**src/hdl/rmsd_pkg.sv**
```systemverilog
// Shared widths, state, command and status types for the running mean / std-dev unit.
package rmsd_pkg;

    localparam int MEAN_W  = 32;
    localparam int MSQ_W   = 47;
    localparam int STD_W   = 32;
    localparam int TOTAL_W = 24;
    localparam int MUL_W   = 32;
    localparam int FRAC_W  = 16;
    localparam int VAR_W   = 64;

    typedef enum logic [3:0] {
        ST_IDLE,
        ST_CLEAR,
        ST_MUL_MEAN,
        ST_SUM_MEAN,
        ST_ACC_LO,
        ST_ACC_HI,
        ST_ACC_SQ,
        ST_DIV_START,
        ST_DIV_RUN,
        ST_COMMIT,
        ST_MUL_VAR,
        ST_SQRT_START,
        ST_SQRT_RUN,
        ST_PUBLISH
    } rmsd_state_t;

    typedef enum logic [3:0] {
        OP_NONE,
        OP_LOAD,
        OP_CLEAR,
        OP_MUL_MEAN,
        OP_SUM_MEAN,
        OP_ACC_LO,
        OP_ACC_HI,
        OP_ACC_SQ,
        OP_DIV_START,
        OP_COMMIT,
        OP_MUL_VAR,
        OP_SQRT_START,
        OP_PUBLISH
    } rmsd_op_t;

    typedef struct packed {
        rmsd_op_t op;
    } rmsd_cmd_t;

    typedef struct packed {
        logic div_busy;
        logic sqrt_busy;
        logic out_full;
    } rmsd_status_t;

endpackage

```
**src/hdl/rmsd_div.sv**
```systemverilog
// Bit-serial restoring divider, one quotient bit per cycle.
module rmsd_div #(
    parameter int NUM_W = 64,
    parameter int DEN_W = 32
) (
    input  logic             clk,
    input  logic             rst_n,
    input  logic             start,
    input  logic [NUM_W-1:0] num,
    input  logic [DEN_W-1:0] den,
    output logic [NUM_W-1:0] quotient,
    output logic             busy
);

    localparam int CNT_W = $clog2(NUM_W + 1);

    logic [CNT_W-1:0] cnt_reg, cnt_next;
    logic [DEN_W-1:0] rem_reg, rem_next;
    logic [DEN_W-1:0] den_reg, den_next;
    logic [NUM_W-1:0] quo_reg, quo_next;
    logic [DEN_W:0]   trial;
    logic             fit;

    always_comb
    begin
        trial    = {rem_reg, quo_reg[NUM_W-1]};
        fit      = (trial >= {1'b0, den_reg});
        cnt_next = cnt_reg;
        rem_next = rem_reg;
        den_next = den_reg;
        quo_next = quo_reg;
        if (start)
        begin
            cnt_next = CNT_W'(NUM_W);
            rem_next = '0;
            den_next = den;
            quo_next = num;
        end
        else if (cnt_reg != '0)
        begin
            rem_next = fit ? DEN_W'(trial - {1'b0, den_reg}) : trial[DEN_W-1:0];
            quo_next = {quo_reg[NUM_W-2:0], fit};
            cnt_next = cnt_reg - CNT_W'(1);
        end
    end

    always_ff @(posedge clk or negedge rst_n)
    begin
        if (!rst_n)
        begin
            cnt_reg <= '0;
        end
        else
        begin
            cnt_reg <= cnt_next;
        end
    end

    always_ff @(posedge clk)
    begin
        rem_reg <= rem_next;
        den_reg <= den_next;
        quo_reg <= quo_next;
    end

    assign quotient = quo_reg;
    assign busy     = (cnt_reg != '0);

endmodule

```
**src/hdl/rmsd_sqrt.sv**
```systemverilog
// Digit-serial integer square root, one root bit per cycle.
module rmsd_sqrt #(
    parameter int IN_W = 64
) (
    input  logic              clk,
    input  logic              rst_n,
    input  logic              start,
    input  logic [IN_W-1:0]   value,
    output logic [IN_W/2-1:0] root,
    output logic              busy
);

    localparam int OUT_W = IN_W / 2;
    localparam int CNT_W = $clog2(OUT_W + 1);

    logic [CNT_W-1:0] cnt_reg, cnt_next;
    logic [IN_W-1:0]  val_reg, val_next;
    logic [OUT_W:0]   rem_reg, rem_next;
    logic [OUT_W-1:0] root_reg, root_next;
    logic [OUT_W+2:0] r2;
    logic [OUT_W+2:0] trial;
    logic             fit;

    always_comb
    begin
        r2        = {rem_reg, val_reg[IN_W-1 -: 2]};
        trial     = {1'b0, root_reg, 2'b01};
        fit       = (r2 >= trial);
        cnt_next  = cnt_reg;
        val_next  = val_reg;
        rem_next  = rem_reg;
        root_next = root_reg;
        if (start)
        begin
            cnt_next  = CNT_W'(OUT_W);
            val_next  = value;
            rem_next  = '0;
            root_next = '0;
        end
        else if (cnt_reg != '0)
        begin
            rem_next  = fit ? (OUT_W+1)'(r2 - trial) : r2[OUT_W:0];
            root_next = {root_reg[OUT_W-2:0], fit};
            val_next  = {val_reg[IN_W-3:0], 2'b00};
            cnt_next  = cnt_reg - CNT_W'(1);
        end
    end

    always_ff @(posedge clk or negedge rst_n)
    begin
        if (!rst_n)
        begin
            cnt_reg <= '0;
        end
        else
        begin
            cnt_reg <= cnt_next;
        end
    end

    always_ff @(posedge clk)
    begin
        val_reg  <= val_next;
        rem_reg  <= rem_next;
        root_reg <= root_next;
    end

    assign root = root_reg;
    assign busy = (cnt_reg != '0);

endmodule

```
**src/hdl/rmsd_datapath.sv**
```systemverilog
// Datapath: statistics registers, shared multiplier, dividers, square root, output register.
module rmsd_datapath #(
    parameter int COUNT_WIDTH  = 24,
    parameter int SAMPLE_WIDTH = 16
) (
    input  logic                          clk,
    input  logic                          rst_n,
    input  rmsd_pkg::rmsd_cmd_t           cmd,
    output rmsd_pkg::rmsd_status_t        status,
    input  logic [SAMPLE_WIDTH-1:0]       sample,
    input  logic                          out_ready,
    output logic                          out_valid,
    output logic [rmsd_pkg::MEAN_W-1:0]   mean,
    output logic [rmsd_pkg::MSQ_W-1:0]    mean_of_squares,
    output logic [rmsd_pkg::STD_W-1:0]    std_dev,
    output logic [rmsd_pkg::TOTAL_W-1:0]  sample_total
);

    localparam int MEAN_W  = rmsd_pkg::MEAN_W;
    localparam int MSQ_W   = rmsd_pkg::MSQ_W;
    localparam int STD_W   = rmsd_pkg::STD_W;
    localparam int TOTAL_W = rmsd_pkg::TOTAL_W;
    localparam int MUL_W   = rmsd_pkg::MUL_W;
    localparam int FRAC_W  = rmsd_pkg::FRAC_W;
    localparam int VAR_W   = rmsd_pkg::VAR_W;
    localparam int HI_W    = MSQ_W - MUL_W;
    localparam int MNUM_W  = MEAN_W + COUNT_WIDTH + 1;
    localparam int SQ_W    = 2 * SAMPLE_WIDTH + FRAC_W;
    localparam int PROD_W  = MSQ_W + COUNT_WIDTH;
    localparam int SNUM_W  = ((PROD_W > SQ_W) ? PROD_W : SQ_W) + 1;

    logic [COUNT_WIDTH-1:0]  count_reg;
    logic [MEAN_W-1:0]       mean_reg;
    logic [MSQ_W-1:0]        msq_reg;
    logic [SAMPLE_WIDTH-1:0] x_reg;
    logic [COUNT_WIDTH-1:0]  n_reg;
    logic [2*MUL_W-1:0]      prod_reg;
    logic [MNUM_W-1:0]       mnum_reg;
    logic                    mneg_reg;
    logic [SNUM_W-1:0]       snum_reg;
    logic                    out_valid_reg;
    logic [MEAN_W-1:0]       out_mean_reg;
    logic [MSQ_W-1:0]        out_msq_reg;
    logic [STD_W-1:0]        out_std_reg;
    logic [TOTAL_W-1:0]      out_total_reg;

    logic [COUNT_WIDTH-1:0]  nm1;
    logic [SAMPLE_WIDTH-1:0] xmag;
    logic [MEAN_W-1:0]       amag;
    logic [MUL_W-1:0]        mul_a, mul_b;
    logic [2*MUL_W-1:0]      mul_p;
    logic [MNUM_W-1:0]       am, bm;
    logic [MNUM_W-1:0]       mnum_next;
    logic                    mneg_next;
    logic [MNUM_W-1:0]       mq;
    logic [SNUM_W-1:0]       sq;
    logic                    mbusy, sbusy, rbusy;
    logic [MEAN_W-1:0]       mean_sat;
    logic [MSQ_W-1:0]        msq_sat;
    logic [VAR_W-1:0]        msq32;
    logic [VAR_W-1:0]        var_val;
    logic [STD_W-1:0]        root;
    logic                    div_start, sqrt_start;

    assign nm1  = n_reg - COUNT_WIDTH'(1);
    assign xmag = x_reg[SAMPLE_WIDTH-1] ? (~x_reg + SAMPLE_WIDTH'(1)) : x_reg;
    assign amag = mean_reg[MEAN_W-1] ? (~mean_reg + MEAN_W'(1)) : mean_reg;

    always_comb
    begin
        mul_a = '0;
        mul_b = '0;
        case (cmd.op)
            rmsd_pkg::OP_MUL_MEAN:
            begin
                mul_a = MUL_W'(amag);
                mul_b = MUL_W'(nm1);
            end
            rmsd_pkg::OP_SUM_MEAN:
            begin
                mul_a = msq_reg[MUL_W-1:0];
                mul_b = MUL_W'(nm1);
            end
            rmsd_pkg::OP_ACC_LO:
            begin
                mul_a = MUL_W'(msq_reg[MSQ_W-1 -: HI_W]);
                mul_b = MUL_W'(nm1);
            end
            rmsd_pkg::OP_ACC_HI:
            begin
                mul_a = MUL_W'(xmag);
                mul_b = MUL_W'(xmag);
            end
            rmsd_pkg::OP_MUL_VAR:
            begin
                mul_a = MUL_W'(amag);
                mul_b = MUL_W'(amag);
            end
            default:
            begin
                mul_a = '0;
                mul_b = '0;
            end
        endcase
    end

    assign mul_p = mul_a * mul_b;

    // sign-magnitude sum for the mean numerator, truncating toward zero later
    always_comb
    begin
        am = MNUM_W'(prod_reg);
        bm = MNUM_W'(xmag) << FRAC_W;
        if (mean_reg[MEAN_W-1] == x_reg[SAMPLE_WIDTH-1])
        begin
            mnum_next = am + bm;
            mneg_next = mean_reg[MEAN_W-1];
        end
        else if (am >= bm)
        begin
            mnum_next = am - bm;
            mneg_next = mean_reg[MEAN_W-1];
        end
        else
        begin
            mnum_next = bm - am;
            mneg_next = x_reg[SAMPLE_WIDTH-1];
        end
    end

    always_comb
    begin
        if (mneg_reg)
        begin
            mean_sat = (mq > MNUM_W'(64'h8000_0000)) ? 32'h8000_0000
                                                   : (~mq[MEAN_W-1:0] + MEAN_W'(1));
        end
        else
        begin
            mean_sat = (mq > MNUM_W'(64'h7FFF_FFFF)) ? 32'h7FFF_FFFF : mq[MEAN_W-1:0];
        end
        msq_sat = ((sq >> MSQ_W) != '0) ? '1 : sq[MSQ_W-1:0];
        msq32   = VAR_W'({msq_reg, FRAC_W'(0)});
        var_val = (msq32 > prod_reg) ? (msq32 - prod_reg) : '0;
    end

    assign div_start  = (cmd.op == rmsd_pkg::OP_DIV_START);
    assign sqrt_start = (cmd.op == rmsd_pkg::OP_SQRT_START);

    rmsd_div #(
        .NUM_W (MNUM_W),
        .DEN_W (COUNT_WIDTH)
    ) u_div_mean (
        .clk      (clk),
        .rst_n    (rst_n),
        .start    (div_start),
        .num      (mnum_reg),
        .den      (n_reg),
        .quotient (mq),
        .busy     (mbusy)
    );

    rmsd_div #(
        .NUM_W (SNUM_W),
        .DEN_W (COUNT_WIDTH)
    ) u_div_msq (
        .clk      (clk),
        .rst_n    (rst_n),
        .start    (div_start),
        .num      (snum_reg),
        .den      (n_reg),
        .quotient (sq),
        .busy     (sbusy)
    );

    rmsd_sqrt #(
        .IN_W (VAR_W)
    ) u_sqrt (
        .clk   (clk),
        .rst_n (rst_n),
        .start (sqrt_start),
        .value (var_val),
        .root  (root),
        .busy  (rbusy)
    );

    always_ff @(posedge clk or negedge rst_n)
    begin
        if (!rst_n)
        begin
            count_reg     <= '0;
            mean_reg      <= '0;
            msq_reg       <= '0;
            out_valid_reg <= 1'b0;
        end
        else
        begin
            case (cmd.op)
                rmsd_pkg::OP_CLEAR:
                begin
                    count_reg <= '0;
                    mean_reg  <= '0;
                    msq_reg   <= '0;
                end
                rmsd_pkg::OP_COMMIT:
                begin
                    count_reg <= n_reg;
                    mean_reg  <= mean_sat;
                    msq_reg   <= msq_sat;
                end
                default:
                begin
                end
            endcase
            if (cmd.op == rmsd_pkg::OP_PUBLISH)
            begin
                out_valid_reg <= 1'b1;
            end
            else if (out_ready)
            begin
                out_valid_reg <= 1'b0;
            end
        end
    end

    always_ff @(posedge clk)
    begin
        prod_reg <= mul_p;
        case (cmd.op)
            rmsd_pkg::OP_LOAD:
            begin
                x_reg <= sample;
                n_reg <= (count_reg != '1) ? (count_reg + COUNT_WIDTH'(1)) : count_reg;
            end
            rmsd_pkg::OP_SUM_MEAN:
            begin
                mnum_reg <= mnum_next;
                mneg_reg <= mneg_next;
            end
            rmsd_pkg::OP_ACC_LO:
            begin
                snum_reg <= SNUM_W'(prod_reg);
            end
            rmsd_pkg::OP_ACC_HI:
            begin
                snum_reg <= snum_reg + (SNUM_W'(prod_reg) << MUL_W);
            end
            rmsd_pkg::OP_ACC_SQ:
            begin
                snum_reg <= snum_reg + (SNUM_W'(prod_reg) << FRAC_W);
            end
            rmsd_pkg::OP_PUBLISH:
            begin
                out_mean_reg  <= mean_reg;
                out_msq_reg   <= msq_reg;
                out_std_reg   <= root;
                out_total_reg <= TOTAL_W'(count_reg);
            end
            default:
            begin
            end
        endcase
    end

    assign status.div_busy  = mbusy | sbusy;
    assign status.sqrt_busy = rbusy;
    assign status.out_full  = out_valid_reg;

    assign out_valid       = out_valid_reg;
    assign mean            = out_mean_reg;
    assign mean_of_squares = out_msq_reg;
    assign std_dev         = out_std_reg;
    assign sample_total    = out_total_reg;

endmodule

```
**src/hdl/rmsd_ctrl.sv**
```systemverilog
// Controller: sequences load, multiply, divide, square root and publish per item; a clear item skips the divide.
module rmsd_ctrl (
    input  logic                   clk,
    input  logic                   rst_n,
    input  logic                   in_valid,
    input  logic                   kind,
    output logic                   in_ready,
    input  logic                   out_ready,
    input  rmsd_pkg::rmsd_status_t status,
    output rmsd_pkg::rmsd_cmd_t    cmd
);

    rmsd_pkg::rmsd_state_t state_reg, state_next;

    always_ff @(posedge clk or negedge rst_n)
    begin
        if (!rst_n)
        begin
            state_reg <= rmsd_pkg::ST_IDLE;
        end
        else
        begin
            state_reg <= state_next;
        end
    end

    always_comb
    begin
        state_next = state_reg;
        cmd.op     = rmsd_pkg::OP_NONE;
        in_ready   = 1'b0;
        case (state_reg)
            rmsd_pkg::ST_IDLE:
            begin
                in_ready = 1'b1;
                if (in_valid)
                begin
                    cmd.op     = rmsd_pkg::OP_LOAD;
                    state_next = kind ? rmsd_pkg::ST_CLEAR : rmsd_pkg::ST_MUL_MEAN;
                end
            end
            rmsd_pkg::ST_CLEAR:
            begin
                cmd.op     = rmsd_pkg::OP_CLEAR;
                state_next = rmsd_pkg::ST_MUL_VAR;
            end
            rmsd_pkg::ST_MUL_MEAN:
            begin
                cmd.op     = rmsd_pkg::OP_MUL_MEAN;
                state_next = rmsd_pkg::ST_SUM_MEAN;
            end
            rmsd_pkg::ST_SUM_MEAN:
            begin
                cmd.op     = rmsd_pkg::OP_SUM_MEAN;
                state_next = rmsd_pkg::ST_ACC_LO;
            end
            rmsd_pkg::ST_ACC_LO:
            begin
                cmd.op     = rmsd_pkg::OP_ACC_LO;
                state_next = rmsd_pkg::ST_ACC_HI;
            end
            rmsd_pkg::ST_ACC_HI:
            begin
                cmd.op     = rmsd_pkg::OP_ACC_HI;
                state_next = rmsd_pkg::ST_ACC_SQ;
            end
            rmsd_pkg::ST_ACC_SQ:
            begin
                cmd.op     = rmsd_pkg::OP_ACC_SQ;
                state_next = rmsd_pkg::ST_DIV_START;
            end
            rmsd_pkg::ST_DIV_START:
            begin
                cmd.op     = rmsd_pkg::OP_DIV_START;
                state_next = rmsd_pkg::ST_DIV_RUN;
            end
            rmsd_pkg::ST_DIV_RUN:
            begin
                if (!status.div_busy)
                begin
                    state_next = rmsd_pkg::ST_COMMIT;
                end
            end
            rmsd_pkg::ST_COMMIT:
            begin
                cmd.op     = rmsd_pkg::OP_COMMIT;
                state_next = rmsd_pkg::ST_MUL_VAR;
            end
            rmsd_pkg::ST_MUL_VAR:
            begin
                cmd.op     = rmsd_pkg::OP_MUL_VAR;
                state_next = rmsd_pkg::ST_SQRT_START;
            end
            rmsd_pkg::ST_SQRT_START:
            begin
                cmd.op     = rmsd_pkg::OP_SQRT_START;
                state_next = rmsd_pkg::ST_SQRT_RUN;
            end
            rmsd_pkg::ST_SQRT_RUN:
            begin
                if (!status.sqrt_busy)
                begin
                    state_next = rmsd_pkg::ST_PUBLISH;
                end
            end
            rmsd_pkg::ST_PUBLISH:
            begin
                if (!status.out_full || out_ready)
                begin
                    cmd.op     = rmsd_pkg::OP_PUBLISH;
                    state_next = rmsd_pkg::ST_IDLE;
                end
            end
            default:
            begin
                state_next = rmsd_pkg::ST_IDLE;
            end
        endcase
    end

endmodule

```
**src/hdl/running_mean_stddev_unit.sv**
```systemverilog
// Top level of the running mean and standard deviation unit.
//
// Input channel (in_valid/in_ready): kind = 0 adds sample to the statistics,
// kind = 1 clears count, mean and mean of squares. Every item yields one result
// item on the output channel (out_valid/out_ready): mean (Q16.16), mean of
// squares (Q31.16), standard deviation (Q16.16) and the saturating sample count.
//
// One item is worked on at a time. The bit-serial divider on the mean of
// squares sets most of the time a sample takes from acceptance to out_valid;
// the 32-step square root and a shared 32x32 multiplier used over five steps
// add the rest. A clear goes through the square root unit.
//
// The result sits in an output register; a new item is accepted while it waits.
// If the receiver stalls, the next result holds in the unit until that register
// is taken. Reset zeroes all statistics and empties the output register.
module running_mean_stddev_unit #(
    parameter int COUNT_WIDTH  = 24,
    parameter int SAMPLE_WIDTH = 16
) (
    input  logic                                 clk,
    input  logic                                 rst_n,
    input  logic                                 in_valid,
    output logic                                 in_ready,
    input  logic                                 kind,
    input  logic signed [SAMPLE_WIDTH-1:0]       sample,
    output logic                                 out_valid,
    input  logic                                 out_ready,
    output logic signed [rmsd_pkg::MEAN_W-1:0]   mean,
    output logic [rmsd_pkg::MSQ_W-1:0]           mean_of_squares,
    output logic [rmsd_pkg::STD_W-1:0]           std_dev,
    output logic [rmsd_pkg::TOTAL_W-1:0]         sample_total
);

    rmsd_pkg::rmsd_cmd_t    cmd;
    rmsd_pkg::rmsd_status_t status;

    rmsd_ctrl u_ctrl (
        .clk       (clk),
        .rst_n     (rst_n),
        .in_valid  (in_valid),
        .kind      (kind),
        .in_ready  (in_ready),
        .out_ready (out_ready),
        .status    (status),
        .cmd       (cmd)
    );

    rmsd_datapath #(
        .COUNT_WIDTH  (COUNT_WIDTH),
        .SAMPLE_WIDTH (SAMPLE_WIDTH)
    ) u_dp (
        .clk             (clk),
        .rst_n           (rst_n),
        .cmd             (cmd),
        .status          (status),
        .sample          (sample),
        .out_ready       (out_ready),
        .out_valid       (out_valid),
        .mean            (mean),
        .mean_of_squares (mean_of_squares),
        .std_dev         (std_dev),
        .sample_total    (sample_total)
    );

endmodule

```
**config.mk**
```make
export PLATFORM = sky130hd
export DESIGN_NAME = running_mean_stddev_unit
export DESIGN_NICKNAME = d
export VERILOG_FILES = /design/src/hdl/rmsd_pkg.sv /design/src/hdl/rmsd_div.sv /design/src/hdl/rmsd_sqrt.sv /design/src/hdl/rmsd_datapath.sv /design/src/hdl/rmsd_ctrl.sv /design/src/hdl/running_mean_stddev_unit.sv
export SDC_FILE = /design/constraint.sdc
export NUM_CORES = 2
export LEC_CHECK = 0
export ABC_CLOCK_PERIOD_IN_PS = 15700
export BUFFER_PORTS_ARGS = -buffer_cell sky130_fd_sc_hd__buf_2
export CAP_MARGIN = 20
export CORE_MARGIN = 2
export CORE_UTILIZATION = 67
export CTS_BUF_LIST = sky130_fd_sc_hd__clkbuf_4
export DETAILED_ROUTE_END_ITERATION = 10
export PLACE_DENSITY = 0.84
export SYNTH_ARGS = -nofsm -noshare
export SYNTH_HDL_FRONTEND = slang
export SYNTH_SLANG_ARGS = --single-unit
export TNS_END_PERCENT = 50
```
**constraint.sdc**
```tcl
create_clock -name clk -period 15.7 [get_ports clk]
set_input_delay 3.14 -clock clk [delete_from_list [all_inputs] [get_ports clk]]
set_output_delay 3.14 -clock clk [all_outputs]
set_load 0.01 [all_outputs]
```
==> impl_metrics.json <==
{
  "syn2layout_area_growth_pct": 7.17,
  "grt_pass1_vias": 71600,
  "cts_max_level": 4,
  "crit_slowest_cell": "clkinv_1",
  "crit_top_cell": "fa_1",
  "clk_latency_ps": 1240,
  "synth-main-ff-cell": "edfxtp_1",
  "die_area_um2": 124000,
  "crit_type": "flip-flop to flip-flop",
  "synth-edff-count": 522,
  "place_inst": 10600,
  "postRouteAntennaNets": 0,
  "root_buffer": "clkbuf_4",
  "numClockSinks": 826,
  "rr_startpoint": "u_dp.mean_reg[18]",
  "die_width_um": 353,
  "synth_top_family_by_area": "adder cells",
  "clock_skew_ps": 150,
  "synthArstFlopShare_pct": 15.4,
  "rr_endpoint": "u_dp.prod_reg[63]",
  "fill_cells": 8933,
  "drt_wl_total_um": 289000,
  "syn_avg_cell_area_um2": 8.99,
  "yosysUniqueCellTypes": 85,
  "clk_pin_slew_worst_paths_ps": 60,
  "finalMaxSlewViolations": 0,
  "setup.worst_path.start_class": "flip-flop",
  "cts.repair.resized": 0,
  "seq_area_frac_synth_pct": 27.5,
  "tns_ps": 0,
  "dieHeight_um": 353,
  "min_path_type": "flip-flop to flip-flop",
  "clockBufferDepth": 3,
  "hold_end": "u_dp.u_div_mean.rem_reg[23]",
  "cts_tree": "done",
  "synth.mux.area_fraction_pct": 0.459,
  "antenna_found_initial": 27,
  "hp-start": "u_dp.u_div_mean.rem_reg[23]",
  "synthSimpleGateAreaFrac_pct": 15.5,
  "maxSlewHeadroom_pct": 16.1,
  "placeableCoreArea_um2": 120000,
  "endpoint_kind": "flip-flop",
  "drt_iter0_drc": 9184,
  "arrival_ps": 12650,
  "period_share_pct": 74.2,
  "cts_buffers": 211,
  "hold_depth": 2,
  "hold_violations": 0,
  "synth-seq-cells": 826,
  "initial_utilization_pct": 67.7,
  "grt_setup_unrepaired": "no",
  "yosys.area_share.xor_xnor_pct": 4.44,
  "fin_crit_ps": 11660,
  "synth_fa_ha_area_share_pct": 30.5,
  "pin_count": 158,
  "worst_slew_pin_slew_ps": 1260,
  "cts_setup_buffers": 0,
  "cap_violations": 0,
  "p_per_area_nw_per_um2": 167,
  "syn_area_um2": 81500,
  "drc_errors": 0,
  "hold_buffers": 0,
  "setup_viol": 0,
  "vias_per_cell": 6.50,
  "vias": 71600,
  "grt_pass1_wl_um": 433000,
  "synth_cells": 9066,
  "critPathMaxStageDelay_ps": 830,
  "first_pass_iters": 6,
  "routabilityCongestion": 1.10,
  "r2r_setup_slack_ps": 4040,
  "cp_max_fo": 18,
  "power.leakage_uw": 0.0396,
  "gr-total-overflow": 0,
  "instances_no_fill": 11000,
  "wl_per_cell_um": 26.2,
  "fmax_ghz": 0.0858,
  "status": "finished, final reports clean",
  "ir_drop_v": 0.000171,
  "post-dp-hpwl_um": 220000,
  "synth_compound_area_share_pct": 13.9,
  "drive_above_1_share_pct": 8.32,
  "nNetsFinal": 10700,
  "ys_warn_count": 0,
  "row_count": 127,
  "grt_start_max_net_pins": 100,
  "required_ps": 16690,
  "final_core_util_pct": 72.6,
  "reg2regPathDepth": 31,
  "track_usage_pct": 46.5,
  "io_buffers": 157
}
cells by family after synthesis:
kind of cell	after synthesis
buffers and inverters	1680
adder cells (fa/ha/maj)	1445
flip-flops	826
AO/OA/AOI/OAI	1734
XOR/XNOR	413
other	2
AND/OR/NAND/NOR	2929
multiplexers	37
cell usage in the layout, fill, tap and decap left out, drive strengths merged, types with 89 or more instances in the layout:
cell    count
edfxtp    522
nand2    1383
nand4      90
clkbuf    303
dfxtp     177
clkinv     89
a21o      170
nand3     107
xor2      152
fa        902
nor3      139
inv      1245
o21ai     414
buf       338
nor2      832
dfrtp     127
xnor2     261
a21oi     423
ha        543
worst max path at each step:
stage / start / to / slack [ps] / depth (start not counted)
floorplan: out_ready / u_dp.out_valid / 2390 / 3
global placement: u_dp.x_reg[3] / u_dp.prod_reg[61] / 4070 / 33
detailed placement: u_dp.mean_reg[18] / u_dp.prod_reg[63] / 4410 / 31
CTS: u_dp.mean_reg[18] / u_dp.prod_reg[63] / 4210 / 31
global route: u_dp.mean_reg[14] / u_dp.prod_reg[63] / 3480 / 29
finish: u_dp.mean_reg[18] / u_dp.prod_reg[63] / 4040 / 31
Yosys cell counts, types with 34 or more instances:
cell / count / area share (%)
nand2_1: 1383 / 6.4
inv_1: 1236 / 5.7
fa_1: 902 / 22
nor2_1: 831 / 3.8
ha_1: 543 / 8.3
edfxtp_1: 522 / 19
a21oi_1: 423 / 2.6
clkbuf_1: 413 / 1.9
o21ai_0: 403 / 2.5
xnor2_1: 261 / 2.8
dfxtp_1: 177 / 4.3
a21o_1: 170 / 1.6
xor2_1: 152 / 1.6
nor3_1: 138 / 0.85
dfrtp_1: 127 / 3.9
nand3_1: 107 / 0.66
nand4_1: 90 / 0.69
a22o_1: 85 / 0.91
a211oi_1: 82 / 0.76
nand2b_1: 64 / 0.49
o21bai_1: 62 / 0.57
a31oi_1: 58 / 0.45
and3_1: 58 / 0.45
o21a_1: 54 / 0.50
or3_1: 48 / 0.37
nor4_1: 43 / 0.33
o31ai_1: 42 / 0.39
and2_1: 40 / 0.31
nor2b_1: 39 / 0.30
o211ai_1: 39 / 0.36
a22oi_1: 37 / 0.34
o22ai_1: 37 / 0.28
mux2i_1: 34 / 0.42
worst max-delay path, delay by kind of cell (launching register included):
kind | cells | cell delay, ps
AO/OA/AOI/OAI | 6 | 1620
XOR/XNOR | 1 | 320
adder cells (fa/ha/maj) | 9 | 4810
buffers and inverters | 5 | 1480
flip-flops | 1 | 460
AND/OR/NAND/NOR | 10 | 2710
final cells by class:
| type | count | area [um2] | area share [%] |
|---|---|---|---|
| repair buffers | 338 | 2150 | 2.46 |
| well taps | 1612 | 2020 | 2.31 |
| clock inverters | 98 | 634 | 0.727 |
| flip-flops and latches | 826 | 22400 | 25.7 |
| inverters | 1243 | 4670 | 5.35 |
| multi-input cells | 6576 | 53100 | 60.8 |
| diodes | 22 | 55.1 | 0.0631 |
| clock buffers | 303 | 2270 | 2.61 |
where the power goes:
part	leakage, uW	total, uW	switching (uW)	internal, uW
Clock	0.00171	2010	1010	1010
Combinational	0.0298	8390	5450	2940
Sequential	0.00807	4160	951	3210
Total	0.0396	14600	7410	7160
per-layer routing:
metal	global-route usage, %	vias up	share of wire (%)
met5	0	-	0.050
met4	33.0	22	8.6
met3	14.5	1354	14
met2	68.5	5052	43
met1	58.4	34600	35
li1	-	30600	-
per-stage QoR:
step | instance area (um2) | hold WS [ps] | setup WS [ps] | power, uW
6_report | 87300 | 464 | 4040 | 14600
5_1_grt | 87300 | 494 | 3480 | 15300
4_1_cts | 87200 | 463 | 4210 | 14200
3_5_place_dp | 84300 | 454 | 4410 | 12200
3_3_place_gp | 84300 | 445 | 4070 | 11900
2_1_floorplan | 81500 | 430 | 2390 | 9270
Power figures use the tool's default switching activity.
